### src/rtl/adsr_pkg.sv
package adsr_pkg;

   // field and register widths
   localparam int SAMPLE_BITS_DEF = 24;
   localparam int COEF_BITS_DEF   = 24;
   localparam int HOLD_BITS       = 24;

   // register reset values, Q0.24 where fractional
   localparam int unsigned ATTACK_STEP_RST    = 32'd16777;
   localparam int unsigned DECAY_FACTOR_RST   = 32'd16760438;
   localparam int unsigned SUSTAIN_LEVEL_RST  = 32'd8388608;
   localparam int unsigned RELEASE_FACTOR_RST = 32'd16760438;
   localparam int unsigned HOLD_SAMPLES_RST   = 32'd1;

   // register indexes
   localparam int CSR_INDEX_BITS = 3;
   localparam logic [CSR_INDEX_BITS-1:0] CSR_ATTACK_STEP    = 3'd0;
   localparam logic [CSR_INDEX_BITS-1:0] CSR_DECAY_FACTOR   = 3'd1;
   localparam logic [CSR_INDEX_BITS-1:0] CSR_SUSTAIN_LEVEL  = 3'd2;
   localparam logic [CSR_INDEX_BITS-1:0] CSR_RELEASE_FACTOR = 3'd3;
   localparam logic [CSR_INDEX_BITS-1:0] CSR_HOLD_SAMPLES   = 3'd4;

   // phase flag bit positions
   localparam int FLAG_BITS    = 4;
   localparam int FLAG_ATTACK  = 0;
   localparam int FLAG_DECAY   = 1;
   localparam int FLAG_SUSTAIN = 2;
   localparam int FLAG_RELEASE = 3;

   typedef enum logic [3:0] {
      ST_IDLE,
      ST_ENTRY,
      ST_DECAY,
      ST_DECAY_MUL,
      ST_HOLD,
      ST_GATE,
      ST_RELEASE,
      ST_RELEASE_MUL,
      ST_SCALE,
      ST_SCALE_MUL,
      ST_FINISH
   } state_type;

endpackage

### src/rtl/adsr_serial_mul.sv
// serial-parallel multiplier: one multiplier bit per cycle, lsb first
// product = floor(mcand * mplier / 2^(MPLIER_BITS-1))
module adsr_serial_mul #(
   parameter int MCAND_BITS  = 25,
   parameter int MPLIER_BITS = 25
) (
   input  logic                         clock,
   input  logic                         reset,
   input  logic                         start,
   input  logic signed [MCAND_BITS-1:0] mcand,
   input  logic        [MPLIER_BITS-1:0] mplier,
   output logic                         done,
   output logic signed [MCAND_BITS:0]   product
);

   localparam int CNT_BITS = $clog2(MPLIER_BITS);

   logic                        busy_ff, busy_in;
   logic                        done_ff, done_in;
   logic [CNT_BITS-1:0]         cnt_ff, cnt_in;
   logic [MPLIER_BITS-1:0]      mplier_ff, mplier_in;
   logic signed [MCAND_BITS-1:0] mcand_ff, mcand_in;
   logic signed [MCAND_BITS:0]  acc_ff, acc_in;
   logic signed [MCAND_BITS:0]  addend;
   logic signed [MCAND_BITS:0]  sum;

   always_comb begin
      addend    = mplier_ff[0] ? {mcand_ff[MCAND_BITS-1], mcand_ff} : '0;
      sum       = acc_ff + addend;
      busy_in   = busy_ff;
      done_in   = 1'b0;
      cnt_in    = cnt_ff;
      mplier_in = mplier_ff;
      mcand_in  = mcand_ff;
      acc_in    = acc_ff;
      if (start) begin
         busy_in   = 1'b1;
         cnt_in    = CNT_BITS'(MPLIER_BITS - 1);
         mplier_in = mplier;
         mcand_in  = mcand;
         acc_in    = '0;
      end else if (busy_ff) begin
         mplier_in = mplier_ff >> 1;
         if (cnt_ff != '0) begin
            acc_in = sum >>> 1;
            cnt_in = cnt_ff - 1'b1;
         end else begin
            // top bit: no shift, keeps the result scaled by 2^-(MPLIER_BITS-1)
            acc_in  = sum;
            busy_in = 1'b0;
            done_in = 1'b1;
         end
      end
   end

   always_ff @(posedge clock) begin
      if (reset) begin
         busy_ff <= 1'b0;
         done_ff <= 1'b0;
      end else begin
         busy_ff <= busy_in;
         done_ff <= done_in;
      end
   end

   always_ff @(posedge clock) begin
      cnt_ff    <= cnt_in;
      mplier_ff <= mplier_in;
      mcand_ff  <= mcand_in;
      acc_ff    <= acc_in;
   end

   assign done    = done_ff;
   assign product = acc_ff;

`ifndef ASSERT_OFF
   a_no_restart: assert property (@(posedge clock) disable iff (reset)
      start |-> !busy_ff)
      else $error("multiplier restarted while busy");

   a_done_idle: assert property (@(posedge clock) disable iff (reset)
      done_ff |-> !busy_ff)
      else $error("multiplier done while still busy");
`endif

endmodule

### src/rtl/adsr_envelope_gain.sv
// channel  | handshake               | payload
// req      | req_valid / req_ready   | req_sample_in, req_gate
// rsp      | rsp_valid / rsp_ready   | rsp_sample_out
// csr      | csr_we (no wait)        | csr_index, csr_wdata
//
// one word at a time: 0 to 3 multiplies per word (decay, release, output scaling),
// all done on the one serial multiplier.
// synchronous active-high reset clears the envelope state and loads register defaults.
// a finished word waits in the output register; the next req word is taken meanwhile.
module adsr_envelope_gain #(
   parameter int SAMPLE_BITS = adsr_pkg::SAMPLE_BITS_DEF,
   parameter int COEF_BITS   = adsr_pkg::COEF_BITS_DEF
) (
   input  logic                          clock,
   input  logic                          reset,
   // input words
   input  logic                          req_valid,
   output logic                          req_ready,
   input  logic signed [SAMPLE_BITS-1:0] req_sample_in,
   input  logic                          req_gate,
   // result words
   output logic                          rsp_valid,
   input  logic                          rsp_ready,
   output logic signed [SAMPLE_BITS-1:0] rsp_sample_out,
   // register writes
   input  logic                          csr_we,
   input  logic [adsr_pkg::CSR_INDEX_BITS-1:0] csr_index,
   input  logic [((COEF_BITS+1 > adsr_pkg::HOLD_BITS) ? COEF_BITS+1
                  : adsr_pkg::HOLD_BITS)-1:0] csr_wdata
);

   localparam int AMP_BITS    = COEF_BITS + 1;
   localparam int HOLD_BITS   = adsr_pkg::HOLD_BITS;
   // multiplicand holds a signed sample or a zero-extended coefficient
   localparam int MCAND_BITS  = ((SAMPLE_BITS > COEF_BITS) ? SAMPLE_BITS : COEF_BITS) + 1;
   localparam logic [AMP_BITS:0] ONE_WIDE = (AMP_BITS+1)'(1) << COEF_BITS;
   localparam logic [AMP_BITS-1:0] ONE    = AMP_BITS'(1) << COEF_BITS;

   // configuration registers
   logic [AMP_BITS-1:0]  attack_step_ff;
   logic [COEF_BITS-1:0] decay_factor_ff;
   logic [AMP_BITS-1:0]  sustain_level_ff;
   logic [COEF_BITS-1:0] release_factor_ff;
   logic [HOLD_BITS-1:0] hold_samples_ff;

   // envelope state
   adsr_pkg::state_type               state_ff, state_in;
   logic [adsr_pkg::FLAG_BITS-1:0]    flags_ff, flags_in;
   logic [AMP_BITS-1:0]               amp_ff, amp_in;
   logic [HOLD_BITS-1:0]              hold_count_ff, hold_count_in;
   logic signed [SAMPLE_BITS-1:0]     last_out_ff, last_out_in;

   // per-word working registers
   logic signed [SAMPLE_BITS-1:0]     sample_ff, sample_in;
   logic                              gate_ff, gate_in;
   logic                              wrote_ff, wrote_in;     // some phase updated the output

   // output register
   logic                              rsp_valid_ff, rsp_valid_in;
   logic signed [SAMPLE_BITS-1:0]     rsp_sample_out_ff, rsp_sample_out_in;

   // multiplier hookup
   logic                              mul_start;
   logic signed [MCAND_BITS-1:0]      mul_mcand;
   logic [AMP_BITS-1:0]               mul_mplier;
   logic                              mul_done;
   logic signed [MCAND_BITS:0]        mul_product;

   logic [AMP_BITS:0]                 attack_sum;
   logic                              req_take;
   logic                              rsp_load;

   adsr_serial_mul #(
      .MCAND_BITS  (MCAND_BITS),
      .MPLIER_BITS (AMP_BITS)
   ) u_mul (
      .clock   (clock),
      .reset   (reset),
      .start   (mul_start),
      .mcand   (mul_mcand),
      .mplier  (mul_mplier),
      .done    (mul_done),
      .product (mul_product)
   );

   // register writes, values truncated to register width
   always_ff @(posedge clock) begin
      if (reset) begin
         attack_step_ff    <= AMP_BITS'(adsr_pkg::ATTACK_STEP_RST);
         decay_factor_ff   <= COEF_BITS'(adsr_pkg::DECAY_FACTOR_RST);
         sustain_level_ff  <= AMP_BITS'(adsr_pkg::SUSTAIN_LEVEL_RST);
         release_factor_ff <= COEF_BITS'(adsr_pkg::RELEASE_FACTOR_RST);
         hold_samples_ff   <= HOLD_BITS'(adsr_pkg::HOLD_SAMPLES_RST);
      end else if (csr_we) begin
         case (csr_index)
            adsr_pkg::CSR_ATTACK_STEP:    attack_step_ff    <= csr_wdata[AMP_BITS-1:0];
            adsr_pkg::CSR_DECAY_FACTOR:   decay_factor_ff   <= csr_wdata[COEF_BITS-1:0];
            adsr_pkg::CSR_SUSTAIN_LEVEL:  sustain_level_ff  <= csr_wdata[AMP_BITS-1:0];
            adsr_pkg::CSR_RELEASE_FACTOR: release_factor_ff <= csr_wdata[COEF_BITS-1:0];
            adsr_pkg::CSR_HOLD_SAMPLES:   hold_samples_ff   <= csr_wdata[HOLD_BITS-1:0];
            default: begin
               // unused index, write dropped
            end
         endcase
      end
   end

   assign req_ready = (state_ff == adsr_pkg::ST_IDLE);
   assign req_take  = req_valid && req_ready;
   assign attack_sum = {1'b0, amp_ff} + {1'b0, attack_step_ff};

   // phase sequencer: each state is one step of the envelope update
   always_comb begin
      state_in          = state_ff;
      flags_in          = flags_ff;
      amp_in            = amp_ff;
      hold_count_in     = hold_count_ff;
      last_out_in       = last_out_ff;
      sample_in         = sample_ff;
      gate_in           = gate_ff;
      wrote_in          = wrote_ff;
      rsp_load          = 1'b0;
      mul_start         = 1'b0;
      mul_mcand         = {{(MCAND_BITS-COEF_BITS){1'b0}}, decay_factor_ff};
      mul_mplier        = amp_ff;

      case (state_ff)
         adsr_pkg::ST_IDLE: begin
            if (req_take) begin
               sample_in = req_sample_in;
               gate_in   = req_gate;
               wrote_in  = 1'b0;
               state_in  = adsr_pkg::ST_ENTRY;
            end
         end
         adsr_pkg::ST_ENTRY: begin
            // key down outside attack, decay and sustain restarts the attack
            if (gate_ff && !flags_ff[adsr_pkg::FLAG_ATTACK] &&
                !flags_ff[adsr_pkg::FLAG_DECAY] && !flags_ff[adsr_pkg::FLAG_SUSTAIN]) begin
               hold_count_in = '0;
               flags_in      = '0;
               flags_in[adsr_pkg::FLAG_ATTACK] = 1'b1;
               // attack sees the amplitude as it stands
            end
            if (flags_in[adsr_pkg::FLAG_ATTACK]) begin
               flags_in[adsr_pkg::FLAG_RELEASE] = 1'b0;
               wrote_in = 1'b1;
               if (attack_sum >= ONE_WIDE) begin
                  amp_in = ONE;
                  flags_in[adsr_pkg::FLAG_ATTACK] = 1'b0;
                  flags_in[adsr_pkg::FLAG_DECAY]  = 1'b1;
               end else begin
                  amp_in = attack_sum[AMP_BITS-1:0];
               end
            end
            state_in = adsr_pkg::ST_DECAY;
         end
         adsr_pkg::ST_DECAY: begin
            if (flags_ff[adsr_pkg::FLAG_DECAY]) begin
               mul_start = 1'b1;
               state_in  = adsr_pkg::ST_DECAY_MUL;
            end else begin
               state_in  = adsr_pkg::ST_HOLD;
            end
         end
         adsr_pkg::ST_DECAY_MUL: begin
            if (mul_done) begin
               amp_in   = mul_product[AMP_BITS-1:0];
               wrote_in = 1'b1;
               if (mul_product[AMP_BITS-1:0] <= sustain_level_ff) begin
                  flags_in[adsr_pkg::FLAG_DECAY]   = 1'b0;
                  flags_in[adsr_pkg::FLAG_SUSTAIN] = 1'b1;
               end
               state_in = adsr_pkg::ST_HOLD;
            end
         end
         adsr_pkg::ST_HOLD: begin
            if (hold_count_ff < hold_samples_ff && flags_ff[adsr_pkg::FLAG_SUSTAIN]) begin
               wrote_in      = 1'b1;
               hold_count_in = hold_count_ff + 1'b1;
            end
            state_in = adsr_pkg::ST_GATE;
         end
         adsr_pkg::ST_GATE: begin
            // hold time met: key down keeps the level, key up starts release
            if (hold_count_ff >= hold_samples_ff) begin
               if (gate_ff) begin
                  wrote_in = 1'b1;
               end else begin
                  flags_in[adsr_pkg::FLAG_SUSTAIN] = 1'b0;
                  flags_in[adsr_pkg::FLAG_RELEASE] = 1'b1;
               end
            end
            state_in = adsr_pkg::ST_RELEASE;
         end
         adsr_pkg::ST_RELEASE: begin
            mul_mcand = {{(MCAND_BITS-COEF_BITS){1'b0}}, release_factor_ff};
            if (flags_ff[adsr_pkg::FLAG_RELEASE] && amp_ff != '0) begin
               mul_start = 1'b1;
               state_in  = adsr_pkg::ST_RELEASE_MUL;
            end else begin
               state_in  = adsr_pkg::ST_SCALE;
            end
         end
         adsr_pkg::ST_RELEASE_MUL: begin
            if (mul_done) begin
               amp_in   = mul_product[AMP_BITS-1:0];
               wrote_in = 1'b1;
               state_in = adsr_pkg::ST_SCALE;
            end
         end
         adsr_pkg::ST_SCALE: begin
            // output is scaled once, by the final amplitude of this word
            mul_mcand = {{(MCAND_BITS-SAMPLE_BITS){sample_ff[SAMPLE_BITS-1]}}, sample_ff};
            if (wrote_ff) begin
               mul_start = 1'b1;
               state_in  = adsr_pkg::ST_SCALE_MUL;
            end else begin
               state_in  = adsr_pkg::ST_FINISH;
            end
         end
         adsr_pkg::ST_SCALE_MUL: begin
            if (mul_done) begin
               last_out_in = mul_product[SAMPLE_BITS-1:0];
               state_in    = adsr_pkg::ST_FINISH;
            end
         end
         adsr_pkg::ST_FINISH: begin
            // hand over once the output register is free or being drained
            if (!rsp_valid_ff || rsp_ready) begin
               rsp_load = 1'b1;
               state_in = adsr_pkg::ST_IDLE;
            end
         end
         default: begin
            state_in = adsr_pkg::ST_IDLE;
         end
      endcase

      rsp_valid_in      = rsp_load || (rsp_valid_ff && !rsp_ready);
      rsp_sample_out_in = rsp_load ? last_out_ff : rsp_sample_out_ff;
   end

   always_ff @(posedge clock) begin
      if (reset) begin
         state_ff      <= adsr_pkg::ST_IDLE;
         flags_ff      <= '0;
         amp_ff        <= '0;
         hold_count_ff <= '0;
         last_out_ff   <= '0;
         rsp_valid_ff  <= 1'b0;
      end else begin
         state_ff      <= state_in;
         flags_ff      <= flags_in;
         amp_ff        <= amp_in;
         hold_count_ff <= hold_count_in;
         last_out_ff   <= last_out_in;
         rsp_valid_ff  <= rsp_valid_in;
      end
   end

   always_ff @(posedge clock) begin
      sample_ff         <= sample_in;
      gate_ff           <= gate_in;
      wrote_ff          <= wrote_in;
      rsp_sample_out_ff <= rsp_sample_out_in;
   end

   assign rsp_valid      = rsp_valid_ff;
   assign rsp_sample_out = rsp_sample_out_ff;

`ifndef ASSERT_OFF
   a_amp_max: assert property (@(posedge clock) disable iff (reset)
      amp_ff <= ONE)
      else $error("amplitude above unity");

   a_one_phase: assert property (@(posedge clock) disable iff (reset)
      $onehot0(flags_ff[adsr_pkg::FLAG_SUSTAIN:adsr_pkg::FLAG_ATTACK]))
      else $error("attack, decay and sustain overlap");

   a_mul_done_waited: assert property (@(posedge clock) disable iff (reset)
      mul_done |-> (state_ff == adsr_pkg::ST_DECAY_MUL ||
                    state_ff == adsr_pkg::ST_RELEASE_MUL ||
                    state_ff == adsr_pkg::ST_SCALE_MUL))
      else $error("multiplier result arrived with nobody waiting");

   a_load_needs_room: assert property (@(posedge clock) disable iff (reset)
      rsp_load |-> (!rsp_valid_ff || rsp_ready))
      else $error("output word overwritten before it was taken");
`endif

endmodule
### config.mk
export PLATFORM = sky130hd
export DESIGN_NAME = adsr_envelope_gain
export DESIGN_NICKNAME = d
export VERILOG_FILES = /design/src/rtl/adsr_pkg.sv /design/src/rtl/adsr_serial_mul.sv /design/src/rtl/adsr_envelope_gain.sv
export SDC_FILE = /design/constraint.sdc
export NUM_CORES = 1
export LEC_CHECK = 0
export BUFFER_PORTS_ARGS = -buffer_cell sky130_fd_sc_hd__buf_4
export CAP_MARGIN = 20
export CORE_MARGIN = 4
export CORE_UTILIZATION = 30
export CTS_CLUSTER_DIAMETER = 50
export DETAILED_ROUTE_END_ITERATION = 8
export GPL_ROUTABILITY_DRIVEN = 0
export PLACE_DENSITY_LB_ADDON = 0.1
export SLEW_MARGIN = 20
export SYNTH_ARGS = -nofsm -noshare
export SYNTH_HDL_FRONTEND = slang
export SYNTH_SLANG_ARGS = --single-unit
### constraint.sdc
create_clock -name clock -period 5.8 [get_ports clock]
set_input_delay 0 -clock clock [delete_from_list [all_inputs] [get_ports clock]]
set_output_delay 0 -clock clock [all_outputs]
set_load 0.05 [all_outputs]
==> out/qor.yml <==
run_status: "finished, final reports clean"
ys_seq_area_share_pct: 45.7
worst_slew_pin_slew_ns: 1.12
cts_buffers: 48
p_leak_uw: 0.00828
drc: 0
max_cap_viol_count: 0
dominantRegCellSynth: "dfxtp_1"
async_reset_ff_share_pct: 0
syn_to_final_growth_pct: 20.5
cts_buffer_depth: 3
clock_latency_ns: 0.58
avgSynthCellArea_sq_um: 8.44
yosys.area.top_type: "dfxtp_1"
htreeDepth: 2
critPathCaptureType: "register"
portBuffers: 83
grt_pass1_wl_um: 84900
die_y_um: 246
synth_area_sq_um: 17000
routedWlPerCell_um: 19.2
yosysWarnings: 0
period_minus_slack_ns: 3.73
min-delay-start: "csr_we"
yosysTopAreaCellShare_pct: 28.0
io_pins: 84
synth_edf_count: 100
dp_hpwl_um: 38700
fill_cells: 5877
ant_nets: 0
postSynthRegisterBits: 337
clkTransAtPathRegs_ns: 0.06
tns_ns: 0
clock-root-buffer: "clkbuf_16"
cellPowerDensity_nw_per_um2: 412
timing.rr.start: "u_mul.mplier_ff[0]$_DFFE_PP_"
worst-setup-path-type: "reg2reg"
cts.sinks: 337
num-nets-final: 2274
slew_viol_final: 0
internal_power_uw: 5380
dieWidth_um: 246
vias_per_cell: 4.98
swShare_pct: 36.2
start_kind: "register"
hold_path.class: "in2reg"
pwr-share-comb_pct: 27.1
synthTopCellsByCount: "nand2_1 (496), dfxtp_1 (237), a21oi_1 (193)"
netSwitchingPower_uw: 3050
fp-row-count: 86
ir_drop_v: 0.000204
start_util_pct: 30.6
drive_above_1_share_pct: 10.0
grt_use_total_pct: 18.3
pwr-share-clk_pct: 34.7
hold_viol_final: 0
synth.most_common_cell: "nand2_1"
core_area_sq_um: 55500
synth_area_leaders: "dfxtp_1 (28%), edfxtp_1 (18%), nand2_1 (11%)"
cts_tree: "built"
postCtsSetupBuffers: 0
antenna_cells: 0
worstHoldPathCells: 6
grt_start_max_net_pins: 65
grt_pass1_vias: 13859
synth_nets: 2172
vias: 14425
grt_overflow: 0
r2r_cells: 14
critPathLaunch: "u_mul.mplier_ff[0]$_DFFE_PP_"
netlist_instances: 2011
antenna_found_initial: 1
cp_data_arrival_time_ns: 4.22
final-setup-viol-count: 0
rsz0062_at_grt: "no"
min_period_over_period_pct: 64.2
crit_fanout: 25
relSlewSlack_pct: 25.1
fmax_mhz: 268
first_pass_iters: 7
synth_cell_type_count: 69
p_total_uw: 8430
fp.dieArea_sq_um: 60400
postRouteWirelength_um: 55600
drtIter0Drc: 1005
p_seq_share_pct: 38.2
required_ns: 6.29
worst_clock_skew_ns: 0.0104
-- cells in the final DEF, fill, tap and decap left out, types with 38 or more instances in the layout --
cell             n
nand2_1        496
nor2_1         126
a21oi_1        190
dlygate4sd3_1   57
edfxtp_1       100
dfxtp_1        237
xnor2_1         39
clkbuf_16       50
o21ai_0         55
nand3_1         76
nor3_1          38
inv_1           85
a21o_1          53
ha_1           101
buf_4          102
-- final timing paths --
kind / endpoint / slack (ns)
setup / recovery: u_mul.product[23]$_SDFFE_PP0P_ / 2.07
hold / removal: sustain_level_ff[23]$_SDFFE_PP1P_ / 0.13
setup reg to reg: u_mul.product[23]$_SDFFE_PP0P_ / 2.07
hold reg to reg: rsp_sample_out[15]$_DFFE_PP_ / 0.43
-- per-layer routing --
layer  routed length (um)  vias to the layer above  share of wire, %  GRT usage [%]
li1                     -                     7193                 -              -
met1                26800                     6801                48           26.2
met2                24800                      342                45           28.7
met3                 2580                       87               4.6           2.58
met4                 1440                        2               2.6           5.39
met5                    7                        -             0.013              0
-- area by class of cell --
| class | count | area, sq um | area share [%] |
|---|---|---|---|
| Clock buffer | 57 | 1310 | 6.39 |
| Clock inverter | 31 | 297 | 1.45 |
| Inverter | 86 | 323 | 1.58 |
| Multi-Input combinational cell | 1481 | 8500 | 41.6 |
| Sequential cell | 337 | 7750 | 37.9 |
| Tap cell | 748 | 936 | 4.58 |
| Timing Repair Buffer | 159 | 1340 | 6.54 |
-- stage by stage --
step	setup slack, ns	hold WS [ns]	util, %	cells	area, sq um
floorplan	2.91	0.0989	-	2011	17000
global placement	2.17	0.178	32.9	2754	18300
detailed placement	2.07	0.179	32.9	2754	18300
CTS	2.05	0.0830	36.8	2899	20400
global route	1.69	0.122	36.8	2899	20400
finish	2.07	0.135	36.8	2899	20400
-- power groups by stage --
stage               clock network, uW  logic [uW]  registers [uW]
global route                     3110        2580            3240
global placement                    0        2220            3270
floorplan                           0        1710            2930
CTS                              3020        2290            3220
finish                           2930        2280            3220
detailed placement                  0        2250            3270
-- logic make-up after synthesis --
kind of cell	Yosys count	share of synthesized area [%]
adders and majority gates	103	7.69
AOI/OAI and AO/OA	456	17.2
DFF	337	45.7
muxes	5	0.369
xor gates and xnor gates	54	2.79
and+or+nand+nor	863	21.9
buffers and inverters	193	4.44
-- sequential cells by signal, indices dropped and copies added (netlist names), 4 cells and up --
| signal | cells |
|---|---|
| state_ff | 4 |
| decay_factor_ff | 24 |
| amp_ff | 25 |
| rsp_sample_out | 24 |
| sample_ff | 24 |
| sustain_level_ff | 25 |
| release_factor_ff | 24 |
| hold_samples_ff | 24 |
| flags_ff | 4 |
| last_out_ff | 24 |
| attack_step_ff | 25 |
| u_mul.mplier_ff | 25 |
| u_mul.mcand_ff | 25 |
| hold_count_ff | 24 |
| u_mul.product | 26 |
| u_mul.cnt_ff | 5 |
-- repair_timing --
| action | 4_1_cts | 5_1_grt |
|---|---|---|
| hold buffers | 57 | 0 |
| endpoints found under the setup margin | 0 | 0 |
| hold endpoints to repair | 150 | 0 |
| resized for setup | 0 | 0 |
-- worst max-delay path, stage by stage (launching register included) --
cell and delay, ns:
edfxtp_1 0.66, and2_1 0.23, ha_1 0.20, inv_1 0.07, fa_1 0.39, nor2b_1 0.12
o21a_1 0.15, o21ai_0 0.14, a2111oi_2 0.46, o21bai_1 0.20, a21boi_0 0.28, o21ai_1 0.12
xnor2_1 0.23, a21oi_1 0.12, a211oi_1 0.26
Note: power is estimated with default switching activity, not from simulation.
